### src/hw/rtl/cfh_pkg.sv
// Shared types, constants and the CRC-32 byte update for the command frame handler.
`timescale 1ns / 1ps

package cfh_pkg;

	localparam int NUM_STEPPERS = 8;
	localparam int QUEUE_DEPTH  = 2;
	localparam int QPTR_W       = (QUEUE_DEPTH > 1) ? $clog2(QUEUE_DEPTH) : 1;
	localparam int QCNT_W       = $clog2(QUEUE_DEPTH + 1);

	localparam logic [31:0] CRC_POLY = 32'hEDB88320;
	localparam logic [31:0] CRC_INIT = 32'hFFFFFFFF;

	// receive parser phases
	typedef enum logic [3:0] {
		PH_HUNT,
		PH_ID,
		PH_INSTR,
		PH_STEP,
		PH_REG,
		PH_DATA,
		PH_CRC,
		PH_END
	} cfh_phase_t;

	// configuration register indexes
	typedef enum logic [2:0] {
		CFG_START     = 3'd0,
		CFG_END       = 3'd1,
		CFG_DEVICE_ID = 3'd2,
		CFG_PRESENT   = 3'd3,
		CFG_OPCODES   = 3'd4,
		CFG_VALIDITY  = 3'd5
	} cfh_cfg_idx_t;

	// byte slots of a reply frame
	typedef logic [3:0] cfh_slot_t;
	localparam cfh_slot_t SLOT_START = 4'd0;
	localparam cfh_slot_t SLOT_ID    = 4'd1;
	localparam cfh_slot_t SLOT_VAL   = 4'd2;
	localparam cfh_slot_t SLOT_RES0  = 4'd3;
	localparam cfh_slot_t SLOT_RES1  = 4'd4;
	localparam cfh_slot_t SLOT_RES2  = 4'd5;
	localparam cfh_slot_t SLOT_RES3  = 4'd6;
	localparam cfh_slot_t SLOT_CRC0  = 4'd7;
	localparam cfh_slot_t SLOT_CRC1  = 4'd8;
	localparam cfh_slot_t SLOT_CRC2  = 4'd9;
	localparam cfh_slot_t SLOT_CRC3  = 4'd10;
	localparam cfh_slot_t SLOT_END   = 4'd11;

	typedef struct packed {
		logic [7:0]  sof_code;
		logic [7:0]  eof_code;
		logic [7:0]  node_id;
		logic [7:0]  stepper_present;
		logic [31:0] opcode_codes;
		logic [15:0] validity_codes;
	} cfh_cfg_t;

	// one command from parser to reply/request generator
	typedef struct packed {
		logic        is_req;
		logic        req_write;
		logic [7:0]  validity;
		logic [31:0] word;
		logic [7:0]  stepper;
		logic [7:0]  regaddr;
	} cfh_cmd_t;

	function automatic logic [31:0] crc_byte(input logic [31:0] c, input logic [7:0] b);
		logic [31:0] r;
		r = c ^ {24'h000000, b};
		for (int i = 0; i < 8; i++) begin
			r = r[0] ? ((r >> 1) ^ CRC_POLY) : (r >> 1);
		end
		return r;
	endfunction

endpackage

### src/hw/rtl/cfh_front.sv
// Receive parser: frame hunting, field capture, CRC check and command classification.
`timescale 1ns / 1ps

module cfh_front (
	input  logic              clk,
	input  logic              arst_n,
	input  cfh_pkg::cfh_cfg_t cfg,
	input  logic              acc,
	input  logic              kind,
	input  logic [7:0]        rx_byte,
	input  logic [31:0]       stepper_result,
	output logic              push,
	output cfh_pkg::cfh_cmd_t cmd
);

	cfh_pkg::cfh_phase_t phase_q, phase_d;
	logic [1:0]  cnt_q;
	logic [7:0]  instr_q;
	logic [7:0]  stepper_q;
	logic [7:0]  regaddr_q;
	logic [31:0] data_q;
	logic [23:0] rcrc_q;
	logic [31:0] crc_q;
	logic        awaiting_q;

	logic        byte_acc;
	logic        crc_ok;
	logic        is_read, is_write, is_sys, present;
	logic [7:0]  good_code, bad_code;

	assign byte_acc  = acc && !kind && !awaiting_q;
	assign crc_ok    = {rcrc_q, rx_byte} == ~crc_q;
	assign good_code = cfg.validity_codes[7:0];
	assign bad_code  = cfg.validity_codes[15:8];

	assign is_read  = instr_q == cfg.opcode_codes[7:0];
	assign is_write = !is_read && instr_q == cfg.opcode_codes[15:8];
	assign is_sys   = instr_q == cfg.opcode_codes[23:16] || instr_q == cfg.opcode_codes[31:24];
	assign present  = stepper_q < 8'(cfh_pkg::NUM_STEPPERS) && stepper_q < 8'd8
		&& cfg.stepper_present[stepper_q[2:0]];

	// next phase
	always_comb begin
		phase_d = phase_q;
		if (byte_acc) begin
			unique case (phase_q)
				cfh_pkg::PH_HUNT:  if (rx_byte == cfg.sof_code) phase_d = cfh_pkg::PH_ID;
				cfh_pkg::PH_ID:    phase_d = (rx_byte == cfg.node_id) ? cfh_pkg::PH_INSTR
				                                                      : cfh_pkg::PH_HUNT;
				cfh_pkg::PH_INSTR: phase_d = cfh_pkg::PH_STEP;
				cfh_pkg::PH_STEP:  phase_d = cfh_pkg::PH_REG;
				cfh_pkg::PH_REG:   phase_d = cfh_pkg::PH_DATA;
				cfh_pkg::PH_DATA:  if (cnt_q == 2'd3) phase_d = cfh_pkg::PH_CRC;
				cfh_pkg::PH_CRC: begin
					if (cnt_q == 2'd3) phase_d = crc_ok ? cfh_pkg::PH_END : cfh_pkg::PH_HUNT;
				end
				cfh_pkg::PH_END:   phase_d = cfh_pkg::PH_HUNT;
				default:           phase_d = cfh_pkg::PH_HUNT;
			endcase
		end
	end

	// command issue
	always_comb begin
		push          = 1'b0;
		cmd           = '0;
		cmd.stepper   = stepper_q;
		cmd.regaddr   = regaddr_q;
		if (acc && awaiting_q && kind) begin
			push         = 1'b1;
			cmd          = '0;
			cmd.validity = good_code;
			cmd.word     = stepper_result;
		end else if (byte_acc && phase_q == cfh_pkg::PH_END && rx_byte == cfg.eof_code) begin
			push = 1'b1;
			if ((is_read || is_write) && present) begin
				cmd.is_req    = 1'b1;
				cmd.req_write = is_write;
				cmd.word      = is_write ? data_q : 32'h0;
			end else begin
				cmd          = '0;
				cmd.validity = (is_sys && !is_read && !is_write) ? good_code : bad_code;
			end
		end
	end

	always_ff @(posedge clk or negedge arst_n) begin
		if (!arst_n) begin
			phase_q    <= cfh_pkg::PH_HUNT;
			cnt_q      <= 2'd0;
			instr_q    <= 8'h00;
			stepper_q  <= 8'h00;
			regaddr_q  <= 8'h00;
			data_q     <= 32'h0;
			rcrc_q     <= 24'h0;
			crc_q      <= cfh_pkg::CRC_INIT;
			awaiting_q <= 1'b0;
		end else begin
			phase_q <= phase_d;
			if (acc && awaiting_q && kind) begin
				awaiting_q <= 1'b0;
			end else if (push && cmd.is_req) begin
				awaiting_q <= 1'b1;
			end
			if (byte_acc) begin
				case (phase_q)
					cfh_pkg::PH_INSTR: instr_q <= rx_byte;
					cfh_pkg::PH_STEP:  stepper_q <= rx_byte;
					cfh_pkg::PH_REG: begin
						regaddr_q <= rx_byte;
						data_q    <= 32'h0;
						crc_q     <= cfh_pkg::CRC_INIT;
						cnt_q     <= 2'd0;
					end
					cfh_pkg::PH_DATA: begin
						data_q <= {data_q[23:0], rx_byte};
						crc_q  <= cfh_pkg::crc_byte(crc_q, rx_byte);
						cnt_q  <= cnt_q + 2'd1;
						if (cnt_q == 2'd3) rcrc_q <= 24'h0;
					end
					cfh_pkg::PH_CRC: begin
						rcrc_q <= {rcrc_q[15:0], rx_byte};
						cnt_q  <= cnt_q + 2'd1;
					end
					default: ;
				endcase
			end
		end
	end

`ifndef SYNTHESIS
	// while a stepper answer is outstanding the parser sits in hunt
	assert property (@(posedge clk) disable iff (!arst_n)
		awaiting_q |-> phase_q == cfh_pkg::PH_HUNT)
		else $error("parser left hunt while awaiting a stepper result");
	// received bytes never issue anything while a result is outstanding
	assert property (@(posedge clk) disable iff (!arst_n)
		(awaiting_q && acc && !kind) |-> !push)
		else $error("command issued from a byte while awaiting a result");
	// a request always leaves the parser waiting
	assert property (@(posedge clk) disable iff (!arst_n)
		(push && cmd.is_req) |=> awaiting_q)
		else $error("request issued without entering the wait");
`endif

endmodule

### src/hw/rtl/cfh_queue.sv
// Short command queue between parser and reply/request generator.
`timescale 1ns / 1ps

module cfh_queue (
	input  logic              clk,
	input  logic              arst_n,
	input  logic              push,
	input  cfh_pkg::cfh_cmd_t push_cmd,
	input  logic              pop,
	output cfh_pkg::cfh_cmd_t head,
	output logic              empty,
	output logic              full
);

	localparam int D = cfh_pkg::QUEUE_DEPTH;

	cfh_pkg::cfh_cmd_t              mem_q [D];
	logic [cfh_pkg::QPTR_W-1:0]     wr_q, rd_q;
	logic [cfh_pkg::QCNT_W-1:0]     cnt_q;
	logic                           do_push, do_pop;

	assign empty   = cnt_q == '0;
	assign full    = cnt_q == cfh_pkg::QCNT_W'(D);
	assign do_push = push && !full;
	assign do_pop  = pop && !empty;
	assign head    = mem_q[rd_q];

	always_ff @(posedge clk) begin
		if (do_push) mem_q[wr_q] <= push_cmd;
	end

	always_ff @(posedge clk or negedge arst_n) begin
		if (!arst_n) begin
			wr_q  <= '0;
			rd_q  <= '0;
			cnt_q <= '0;
		end else begin
			if (do_push) wr_q <= (wr_q == cfh_pkg::QPTR_W'(D - 1)) ? '0 : wr_q + 1'b1;
			if (do_pop)  rd_q <= (rd_q == cfh_pkg::QPTR_W'(D - 1)) ? '0 : rd_q + 1'b1;
			if (do_push && !do_pop) cnt_q <= cnt_q + 1'b1;
			else if (do_pop && !do_push) cnt_q <= cnt_q - 1'b1;
		end
	end

`ifndef SYNTHESIS
	assert property (@(posedge clk) disable iff (!arst_n)
		cnt_q <= cfh_pkg::QCNT_W'(D))
		else $error("queue count beyond depth");
	assert property (@(posedge clk) disable iff (!arst_n)
		full |-> !push)
		else $error("push into full queue");
	assert property (@(posedge clk) disable iff (!arst_n)
		empty |-> !pop)
		else $error("pop from empty queue");
`endif

endmodule

### src/hw/rtl/cfh_back.sv
// Reply frame and stepper request generator with CRC over the result word.
`timescale 1ns / 1ps

module cfh_back (
	input  logic              clk,
	input  logic              arst_n,
	input  cfh_pkg::cfh_cfg_t cfg,
	input  cfh_pkg::cfh_cmd_t head,
	input  logic              empty,
	output logic              pop,
	output logic              m_tvalid,
	input  logic              m_tready,
	output logic [63:0]       m_tdata,
	output logic              m_tuser,
	output logic              m_tlast
);

	cfh_pkg::cfh_cmd_t  cmd_q;
	cfh_pkg::cfh_slot_t idx_q;
	logic [31:0]        crc_q;
	logic               busy_q;

	logic               xfer, done;
	logic [7:0]         res_byte;
	logic [7:0]         tx_byte;
	logic [31:0]        crc_out;

	assign xfer    = busy_q && m_tready;
	assign done    = xfer && (cmd_q.is_req || idx_q == cfh_pkg::SLOT_END);
	assign pop     = !empty && (!busy_q || done);
	assign crc_out = ~crc_q;

	always_comb begin
		case (idx_q)
			cfh_pkg::SLOT_RES0: res_byte = cmd_q.word[31:24];
			cfh_pkg::SLOT_RES1: res_byte = cmd_q.word[23:16];
			cfh_pkg::SLOT_RES2: res_byte = cmd_q.word[15:8];
			default:            res_byte = cmd_q.word[7:0];
		endcase
	end

	always_comb begin
		case (idx_q)
			cfh_pkg::SLOT_START: tx_byte = cfg.sof_code;
			cfh_pkg::SLOT_ID:    tx_byte = cfg.node_id;
			cfh_pkg::SLOT_VAL:   tx_byte = cmd_q.validity;
			cfh_pkg::SLOT_CRC0:  tx_byte = crc_out[31:24];
			cfh_pkg::SLOT_CRC1:  tx_byte = crc_out[23:16];
			cfh_pkg::SLOT_CRC2:  tx_byte = crc_out[15:8];
			cfh_pkg::SLOT_CRC3:  tx_byte = crc_out[7:0];
			cfh_pkg::SLOT_END:   tx_byte = cfg.eof_code;
			default:             tx_byte = res_byte;
		endcase
	end

	assign m_tvalid = busy_q;
	assign m_tuser  = cmd_q.is_req;
	assign m_tlast  = !cmd_q.is_req && idx_q == cfh_pkg::SLOT_END;
	assign m_tdata  = cmd_q.is_req
		? {7'h00, cmd_q.word, cmd_q.regaddr, cmd_q.stepper, cmd_q.req_write, 8'h00}
		: {56'h0, tx_byte};

	always_ff @(posedge clk or negedge arst_n) begin
		if (!arst_n) begin
			busy_q <= 1'b0;
			idx_q  <= cfh_pkg::SLOT_START;
			crc_q  <= cfh_pkg::CRC_INIT;
			cmd_q  <= '0;
		end else begin
			if (pop) begin
				busy_q <= 1'b1;
				cmd_q  <= head;
				idx_q  <= cfh_pkg::SLOT_START;
				crc_q  <= cfh_pkg::CRC_INIT;
			end else if (done) begin
				busy_q <= 1'b0;
			end else if (xfer) begin
				idx_q <= idx_q + 4'd1;
				// CRC follows the result bytes as they go out
				if (idx_q inside {[cfh_pkg::SLOT_RES0:cfh_pkg::SLOT_RES3]}) begin
					crc_q <= cfh_pkg::crc_byte(crc_q, res_byte);
				end
			end
		end
	end

`ifndef SYNTHESIS
	assert property (@(posedge clk) disable iff (!arst_n)
		busy_q |-> idx_q <= cfh_pkg::SLOT_END)
		else $error("reply slot out of range");
	assert property (@(posedge clk) disable iff (!arst_n)
		(busy_q && cmd_q.is_req) |-> idx_q == cfh_pkg::SLOT_START)
		else $error("request advanced past its single transfer");
	assert property (@(posedge clk) disable iff (!arst_n)
		(busy_q && !m_tready) |=> busy_q && $stable(idx_q))
		else $error("output moved while stalled");
`endif

endmodule

### src/hw/rtl/crc32_command_frame_handler_core.sv
// Top level: configuration registers, parser front, command queue, reply back end.
`timescale 1ns / 1ps

//  channel  | dir | handshake          | payload
//  ---------+-----+--------------------+-----------------------------------------------
//  s_       | in  | s_tvalid/s_tready  | tuser: kind; tdata: rx_byte, stepper_result
//  m_       | out | m_tvalid/m_tready  | tuser: out_kind; tlast: last; tdata: request/reply
//  cfg_     | in  | cfg_valid/cfg_ready| cfg_index, cfg_data
//
// One input item per cycle when not stalled; each is parsed in the cycle it is taken.
// A reply leaves as 12 transfers, a stepper request as one; the back end starts the
// next command in the cycle after the previous one's final transfer.
// A two-entry command queue separates parser and back end; the input stalls only
// when that queue is full. Asynchronous active-low reset; no clearing pass.

module crc32_command_frame_handler_core (
	input  logic        clk,
	input  logic        arst_n,
	input  logic        s_tvalid,
	output logic        s_tready,
	input  logic [39:0] s_tdata,   // [7:0] rx_byte, [39:8] stepper_result
	input  logic        s_tuser,   // [0] kind
	output logic        m_tvalid,
	input  logic        m_tready,
	output logic [63:0] m_tdata,   // [7:0] tx_byte, [8] req_write, [16:9] req_stepper,
	                               // [24:17] req_register, [56:25] req_data, rest zero
	output logic        m_tuser,   // [0] out_kind
	output logic        m_tlast,
	input  logic        cfg_valid,
	output logic        cfg_ready,
	input  logic [2:0]  cfg_index,
	input  logic [31:0] cfg_data
);

	cfh_pkg::cfh_cfg_t cfg_q;
	cfh_pkg::cfh_cmd_t push_cmd, head;
	logic              push, pop, empty, full, acc;

	assign cfg_ready = 1'b1;
	assign s_tready  = !full;
	assign acc       = s_tvalid && s_tready;

	always_ff @(posedge clk or negedge arst_n) begin
		if (!arst_n) begin
			cfg_q.sof_code        <= 8'hAA;
			cfg_q.eof_code        <= 8'h55;
			cfg_q.node_id         <= 8'h01;
			cfg_q.stepper_present <= 8'h00;
			cfg_q.opcode_codes    <= 32'h04030201;
			cfg_q.validity_codes  <= 16'h0100;
		end else if (cfg_valid && cfg_ready) begin
			unique case (cfg_index)
				cfh_pkg::CFG_START:     cfg_q.sof_code        <= cfg_data[7:0];
				cfh_pkg::CFG_END:       cfg_q.eof_code        <= cfg_data[7:0];
				cfh_pkg::CFG_DEVICE_ID: cfg_q.node_id         <= cfg_data[7:0];
				cfh_pkg::CFG_PRESENT:   cfg_q.stepper_present <= cfg_data[7:0];
				cfh_pkg::CFG_OPCODES:   cfg_q.opcode_codes    <= cfg_data;
				cfh_pkg::CFG_VALIDITY:  cfg_q.validity_codes  <= cfg_data[15:0];
				default: ;
			endcase
		end
	end

	cfh_front u_front (
		.clk            (clk),
		.arst_n         (arst_n),
		.cfg            (cfg_q),
		.acc            (acc),
		.kind           (s_tuser),
		.rx_byte        (s_tdata[7:0]),
		.stepper_result (s_tdata[39:8]),
		.push           (push),
		.cmd            (push_cmd)
	);

	cfh_queue u_queue (
		.clk      (clk),
		.arst_n   (arst_n),
		.push     (push),
		.push_cmd (push_cmd),
		.pop      (pop),
		.head     (head),
		.empty    (empty),
		.full     (full)
	);

	cfh_back u_back (
		.clk      (clk),
		.arst_n   (arst_n),
		.cfg      (cfg_q),
		.head     (head),
		.empty    (empty),
		.pop      (pop),
		.m_tvalid (m_tvalid),
		.m_tready (m_tready),
		.m_tdata  (m_tdata),
		.m_tuser  (m_tuser),
		.m_tlast  (m_tlast)
	);

endmodule
### config.mk
export PLATFORM = sky130hd
export DESIGN_NAME = crc32_command_frame_handler_core
export DESIGN_NICKNAME = d
export VERILOG_FILES = /design/src/hw/rtl/cfh_pkg.sv /design/src/hw/rtl/cfh_front.sv /design/src/hw/rtl/cfh_queue.sv /design/src/hw/rtl/cfh_back.sv /design/src/hw/rtl/crc32_command_frame_handler_core.sv
export SDC_FILE = /design/constraint.sdc
export NUM_CORES = 1
export LEC_CHECK = 0
export ABC_AREA = 1
export BUFFER_PORTS_ARGS = -buffer_cell sky130_fd_sc_hd__buf_2
export CAP_MARGIN = 20
export CORE_MARGIN = 3
export CORE_UTILIZATION = 40
export DETAILED_ROUTE_END_ITERATION = 8
export GPL_ROUTABILITY_DRIVEN = 0
export HOLD_SLACK_MARGIN = 0.12
export MAX_ROUTING_LAYER = met4
export PLACE_DENSITY = 0.58
export SLEW_MARGIN = 10
export SYNTH_ARGS = -nofsm -noshare
export SYNTH_HDL_FRONTEND = slang
export SYNTH_HIERARCHICAL = 1
export SYNTH_SLANG_ARGS = --single-unit
### constraint.sdc
create_clock -name clk -period 4.12 [get_ports clk]
set_input_delay 0.824 -clock clk [delete_from_list [all_inputs] [get_ports clk]]
set_output_delay 0.824 -clock clk [all_outputs]
set_load 0.005 [all_outputs]
Yosys cells after proc, flatten, opt, wreduce, memory -nomap -nowiden --
Memories as Yosys holds them, arrays and structs flattened. A register that Yosys moved wholly into a read port is not among the register bits. Index checks and enable logic that the tools add are counted. W data, S select, Z words.
Cells by class: multiplexer cells 59, reductions and logical operators 65, bitwise operators 20, magnitude comparators 4, equal/unequal tests 36, $add $sub $neg 6
Operators by type and width (count):
- $mux W32 | 22
- $not A13 Y14 | 16
- $pmux W32 S2 | 2
- $mux W58 | 2
- $not A32 Y32 | 2
- $pmux W8 S8 | 1
- $xor A32 B8 Y32 | 2
- $mux W57 | 1
- $eq A8 B8 Y1 | 7
- $pmux W24 S2 | 1
- $eq A32 B32 Y1 | 1
- $eq A4 B3 Y1 const B | 7
- $pmux W4 S7 | 1
- $mux W24 | 1
- $mux W4 | 6
- $pmux W8 S3 | 1
- $reduce_and A2 Y1 | 12
- $logic_and A1 B1 Y1 | 22
- $eq A4 B2 Y1 const B | 4
- $eq A4 B4 Y1 const B | 4
- $mux W16 | 1
- $mux W8 | 2
- $reduce_bool A2 Y1 | 8
- $logic_not A1 Y1 | 11
- other kinds (27) | 53
Word-level totals: logic and storage cells 212, flip-flop bits (word level) 240, memory bits (writable) 116, input port bits 81, memories 1, output and inout port bits 69
Memory list:
- u_queue.mem_q | words 2, width 58, rd ports 1, clocked after memory_dff 1, write ports 1, RTL line cfh_queue.sv:17 | cfh_pkg::cfh_cmd_t mem_q [D];

Logic depth before layout (Yosys ltp) --
depth after elaboration 23, depth in mapped cells 19, depth with buffers taken out 18

Hierarchy --
Netlist, hierarchy kept.
Modules (own cells, without submodules):
- cfh_front | area an instance 8348.0 um^2, times used 1, seq. area each 2992.9 um^2, cells each 1241
- cfh_back | area an instance 6102.1 um^2, times used 1, seq. area each 2417.3 um^2, cells each 886
- cfh_queue | area an instance 4454.3 um^2, times used 1, seq. area each 3583.4 um^2, cells each 335
- crc32_command_frame_handler_core | area an instance 3231.8 um^2, times used 1, seq. area each 2020.7 um^2, cells each 361

Worst setup path before layout --
OpenSTA, ideal clock, no wires.
path kind input to register, start point input s_tvalid, end point memory u_queue/mem_q[1][0] (netlist bit) (enable), path slack -0.748 ns, arrival 4.394 ns, buffers on the path 1, library setup time 0.474 ns, required time 3.646 ns, cell stages on the path 9, path through inv_1 > nor2_1 > inv_1 > nor3_2 > inv_1 > clkbuf_1 > nand2_1 > o21ai_0 > nor2_1
On the way: longest elaborated chain between the ends 10, elaborated cells between the ends (all ways) 12, classes of those cells mux: 4; reduce/logical: 8
RTL lines:
- from (decl) | RTL line crc32_command_frame_handler_core.sv:19 | input logic s_tvalid,
- $logic_and A1 B1 Y1 (*) | RTL line crc32_command_frame_handler_core.sv:41 | assign acc = s_tvalid && s_tready;
- named net acc | RTL line crc32_command_frame_handler_core.sv:37 | logic push, pop, empty, full, acc;
- $logic_and A1 B1 Y1 (2 in a row) | RTL line cfh_front.sv:31 | assign byte_acc = acc && !kind && !awaiting_q;
- $logic_and A1 B1 Y1 (2 in a row) | RTL line cfh_front.sv:74 | end else if (byte_acc && phase_q == cfh_pkg::PH_END && rx_byte == cfg.eof_code) begin
- $mux W1 | RTL line cfh_front.sv:74
- $mux W1 (*) | RTL line cfh_front.sv:69 | if (acc && awaiting_q && kind) begin
- named net push | RTL line crc32_command_frame_handler_core.sv:37
- $logic_and A1 B1 Y1 (*) | RTL line cfh_queue.sv:24 | assign do_push = push && !full;
- $mux W1 (*) | RTL line cfh_queue.sv:29 | if (do_push) mem_q[wr_q] <= push_cmd;
- $mux W1 (implied by the code) (*) | RTL line cfh_queue.sv:29
- to (decl) | RTL line cfh_queue.sv:17
The timed path passes the listed nets; every way through them passes the cells marked *.

Worst setup path in the final report --
start point register u_back.idx_q[0], end point output m_tdata[4]
On the way: longest elaborated chain between the ends 4, elaborated cells between the ends (all ways) 14, classes of those cells eq/ne: 10; mux: 3; reduce/logical: 1
RTL lines:
- from (decl) | RTL line cfh_back.sv:19 | cfh_pkg::cfh_slot_t idx_q;
- from (signal assigned) | RTL line cfh_back.sv:66 | idx_q <= cfh_pkg::SLOT_START;
- from (signal assigned) | RTL line cfh_back.sv:73 | idx_q <= cfh_pkg::SLOT_START;
- from (signal assigned) | RTL line cfh_back.sv:78 | idx_q <= idx_q + 4'd1;
- $eq A4 B3 Y1 or $eq A4 B2 Y1 (tied branches) | RTL line cfh_back.sv:34 | case (idx_q)
- $pmux W8 S3 | RTL line cfh_back.sv:34
- $pmux W8 S8 (*) | RTL line cfh_back.sv:43 | case (idx_q)
- $mux W57 (*) | RTL line cfh_back.sv:60 | ? {7'h00, cmd_q.word, cmd_q.regaddr, cmd_q.stepper, cmd_q.req_write, 8'h00}
- to (decl) | RTL line crc32_command_frame_handler_core.sv:25 | output logic [63:0] m_tdata,
Every way passes the cells marked *; elsewhere a longest branch is shown, timed or not.

==> load_flow_metrics.sql <==
INSERT INTO impl_metrics (metric_group, metric, value, unit) VALUES
('yosys', 'ys.warnings.count', '6', ''),
('yosys', 'postSynthCellCount', '2823', ''),
('timing', 'post-route-worst-setup-slack', '0.213', 'ns'),
('cells_and_area', 'drive_gt1_share', '14.6', '%'),
('floorplan', 'ioPinCount', '150', ''),
('floorplan', 'number_of_placement_rows', '85', ''),
('drt', 'route.final.wire_length', '68000', 'um'),
('clock_network', 'clk-insertion-delay-late', '0.61', 'ns'),
('clock_network', 'post-cts-setup-buffers', '0', ''),
('drt', 'vias_per_cell', '5.21', ''),
('placement', 'dpl.cell_count', '3569', ''),
('power_and_ir_drop', 'design_power_total', '0.0165', 'W'),
('clock_network', 'tritoncts', 'built', ''),
('power_and_ir_drop', 'max-vdd-ir-drop', '0.000309', 'V'),
('timing', 'slew_headroom', '36.3', '%'),
('yosys', 'ys_seq_area_share', '49.8', '%'),
('drt', 'dr_total_vias', '19100', ''),
('clock_network', 'ctsLongestPathBuffers', '3', ''),
('timing', 'worst_setup_skew_after_layout', '0.0257', 'ns'),
('yosys', 'synth_edf_count', '116', ''),
('cells_and_area', 'n_antenna_cell', '0', ''),
('timing', 'hold_viol_final', '0', ''),
('floorplan', 'fp.coreArea', '54200', 'sq um'),
('timing', 'tightest_slew', '0.956', 'ns'),
('worst_setup_path', 'crit_path_start_kind', 'register', ''),
('cells_and_area', 'final_core_utilization', '46.0', '%'),
('timing', 'layout_worst_path_cycle_share', '94.8', '%'),
('worst_setup_path', 'critPathSlowestCell', 'dfrtp_1', ''),
('clock_network', 'clock_tree_root_buffer_cell', 'clkbuf_16', ''),
('min_path', 'hold_path_class', 'input pin to async pin', ''),
('worst_setup_path', 'arrival', '3.08', 'ns'),
('timing', 'fin_setup_tns', '0', 'ns'),
('cells_and_area', 'fin_nets', '3012', ''),
('cells_and_area', 'most-common-layout-cells', 'nand2_1, inv_1, dfrtp_1', ''),
('worst_setup_path', 'crit_path_end_kind', 'output port', ''),
('placement', 'port_buffers', '141', ''),
('floorplan', 'starting_density_of_the_core', '40.8', '%'),
('worst_setup_path', 'crit_path_cell_trace', 'inv_1 > ha_1 > inv_1 > nor2_2 > nor2_1 > nand3_1 > nor3_1 > and2_1 > inv_1 > o21ai_0 > a31oi_1 > buf_2', ''),
('drt', 'first_pass_iteration_count_of_the_detailed_router', '5', ''),
('worst_setup_path', 'worst-setup-path-type', 'register to output port', ''),
('timing', 'final_setup_violation_count', '0', ''),
('worst_setup_path', 'critical_path_peak_fanout', '10', ''),
('clock_network', 'clkTransAtPathRegs', '0.06', 'ns'),
('run_status', 'run_status', 'completed', ''),
('timing', 'period_minus_slack', '3.91', 'ns'),
('clock_network', 'sinks_on_clock_net', '413', ''),
('worst_setup_path', 'critical_path.most_common_cell', 'inv_1', ''),
('worst_setup_path', 'critical_path.n_buffers_inverters', '4', ''),
('clock_network', 'tritoncts.num_buffers', '47', ''),
('drt', 'post-route-drc-count', '0', ''),
('grt', 'number_of_antenna_violations_at_the_first_check_in_global_routing', '0', ''),
('yosys', 'mappedNetlistArea', '22100', 'sq um'),
('power_and_ir_drop', 'power_leakage', '12.6', 'nW'),
('worst_setup_path', 'cp_slowest_stage_delay', '0.42', 'ns'),
('grt', 'vias_in_the_first_global_route', '17800', ''),
('grt', 'grt_pass1_wl', '104000', 'um'),
('yosys', 'async_flop_share', '71.9', '%'),
('cells_and_area', 'footprint_of_the_multi_input_gates', '9330', 'sq um'),
('floorplan', 'design.die.area', '58200', 'sq um'),
('timing', 'maxClockFrequency', '256', 'MHz'),
('worst_setup_path', 'reg2reg_setup_slack', '0.99', 'ns'),
('worst_setup_path', 'worstPathRequired', '3.30', 'ns'),
('grt', 'grt_overflow', '0', ''),
('worst_setup_path', 'path_delay_family', 'simple AND/OR/NAND/NOR gates', ''),
('drt', 'avgRoutedWirePerCell', '18.6', 'um'),
('timing', 'final_max_slew_viol_count', '0', ''),
('power_and_ir_drop', 'cellPowerDensity', '662', 'nW/um^2'),
('worst_setup_path', 'setup.worst_path.start', 'u_back/idx_q[0]$_DFFE_PN0P_', ''),
('clock_network', 'cts_hold_buffers', '0', ''),
('cells_and_area', 'layoutNonFillerInstCount', '3658', ''),
('cells_and_area', 'register_area', '11000', 'sq um');
area by class of cell:
type / count / share of cell area [%]
Sequential cell: 413 / 44.1
Tap cell: 696 / 3.49
Clock inverter: 19 / 1.06
Multi-Input combinational cell: 1985 / 37.4
Clock buffer: 69 / 5.45
Inverter: 311 / 4.69
Timing Repair Buffer: 165 / 3.82
Yosys cell counts (24+ instances only):
library cell	n	share of area (%)
xor2_1	54	2.1
clkbuf_1	32	0.54
dfrtp_1	218	25
inv_1	285	4.8
nor2_1	110	1.9
xnor2_1	43	1.7
dfstp_2	79	9.4
nand4_1	68	1.9
inv_2	24	0.41
nand2_1	1143	19
nand2_2	25	0.71
buf_2	51	1.2
o21ai_0	147	3.3
edfxtp_1	116	16
nand3_1	198	4.5
o22ai_1	41	1.2
worst paths after layout:
check | cells after the start | endpoint
setup reg to reg | 16 | u_queue/cnt_q[1]$_DFFE_PN0P_
min in group clk | 3 | cfg_q[32]$_DFFE_PN1P_
hold / removal | 2 | u_back/cmd_q[9]$_DFFE_PN0P_
hold reg to reg | 2 | cfg_q[33]$_DFFE_PN1P_
setup / recovery | 12 | m_tdata[4]
max in group asynchronous | 2 | u_back/idx_q[2]$_DFFE_PN0P_
metrics by stage:
| stage | instance area, sq um | hold slack (ns) |
|---|---|---|
| after floorplan | 22200 | 0.442 |
| after global placement | 23300 | 0.459 |
| after detailed placement | 23300 | 0.463 |
| after CTS | 24900 | 0.311 |
| after global routing | 25000 | 0.322 |
| final | 25000 | 0.259 |
kinds of logic (layout without fill, tap and decap cells):
group / Yosys count / in the layout / share of synthesized area [%]
flops: 413 / 413 / 49.8
fa+ha+maj: 8 / 8 / 0.452
other cells: 2 / 8 / 0.0339
buf+inv: 431 / 564 / 8.38
compound gates: 255 / 255 / 6.53
simple gates: 1616 / 1616 / 30.9
xor+xnor: 98 / 98 / 3.91
power by group:
part	switching (W)	internal [W]
clock	0.00178	0.00262
sequential	0.000639	0.00501
combinational	0.00443	0.00205
worst register-to-register path, cell delays in order, from the launching register on:
cell and delay, ns:
dfrtp_1 0.42, ha_1 0.41, inv_1 0.15, nor2_4 0.27
inv_1 0.10, nand2_1 0.16, inv_1 0.06, o21ai_1 0.17
inv_1 0.09, nor2_4 0.12, buf_4 0.28, o21ai_0 0.20
ha_1 0.34, inv_1 0.08, nand3_1 0.08, nand2_1 0.06
nand2_1 0.04
sequential cells by signal, indices dropped and copies added (netlist names), 2 cells and up:
register / flops
u_back/idx_q: 4
u_front/cnt_q: 2
u_front/data_q: 32
u_back/crc_q: 32
cfg_q: 80
u_front/regaddr_q: 8
u_front/phase_q: 3
u_front/crc_q: 32
u_queue/cnt_q: 2
u_queue/mem_q: 116
u_front/stepper_q: 8
u_back/cmd_q: 57
u_front/instr_q: 8
u_front/rcrc_q: 24
per-layer routing:
metal / track usage, % / routed length, um / part of all wire [%] / up-vias
li1: - / - / - / 9175
met1: 31.3 / 29400 / 43 / 9139
met2: 38.0 / 31900 / 47 / 646
met3: 3.89 / 4490 / 6.6 / 116
met4: 7.68 / 2210 / 3.3 / 0
met5: - / 0 / 0 / -
Power figures use the tool's default switching activity.
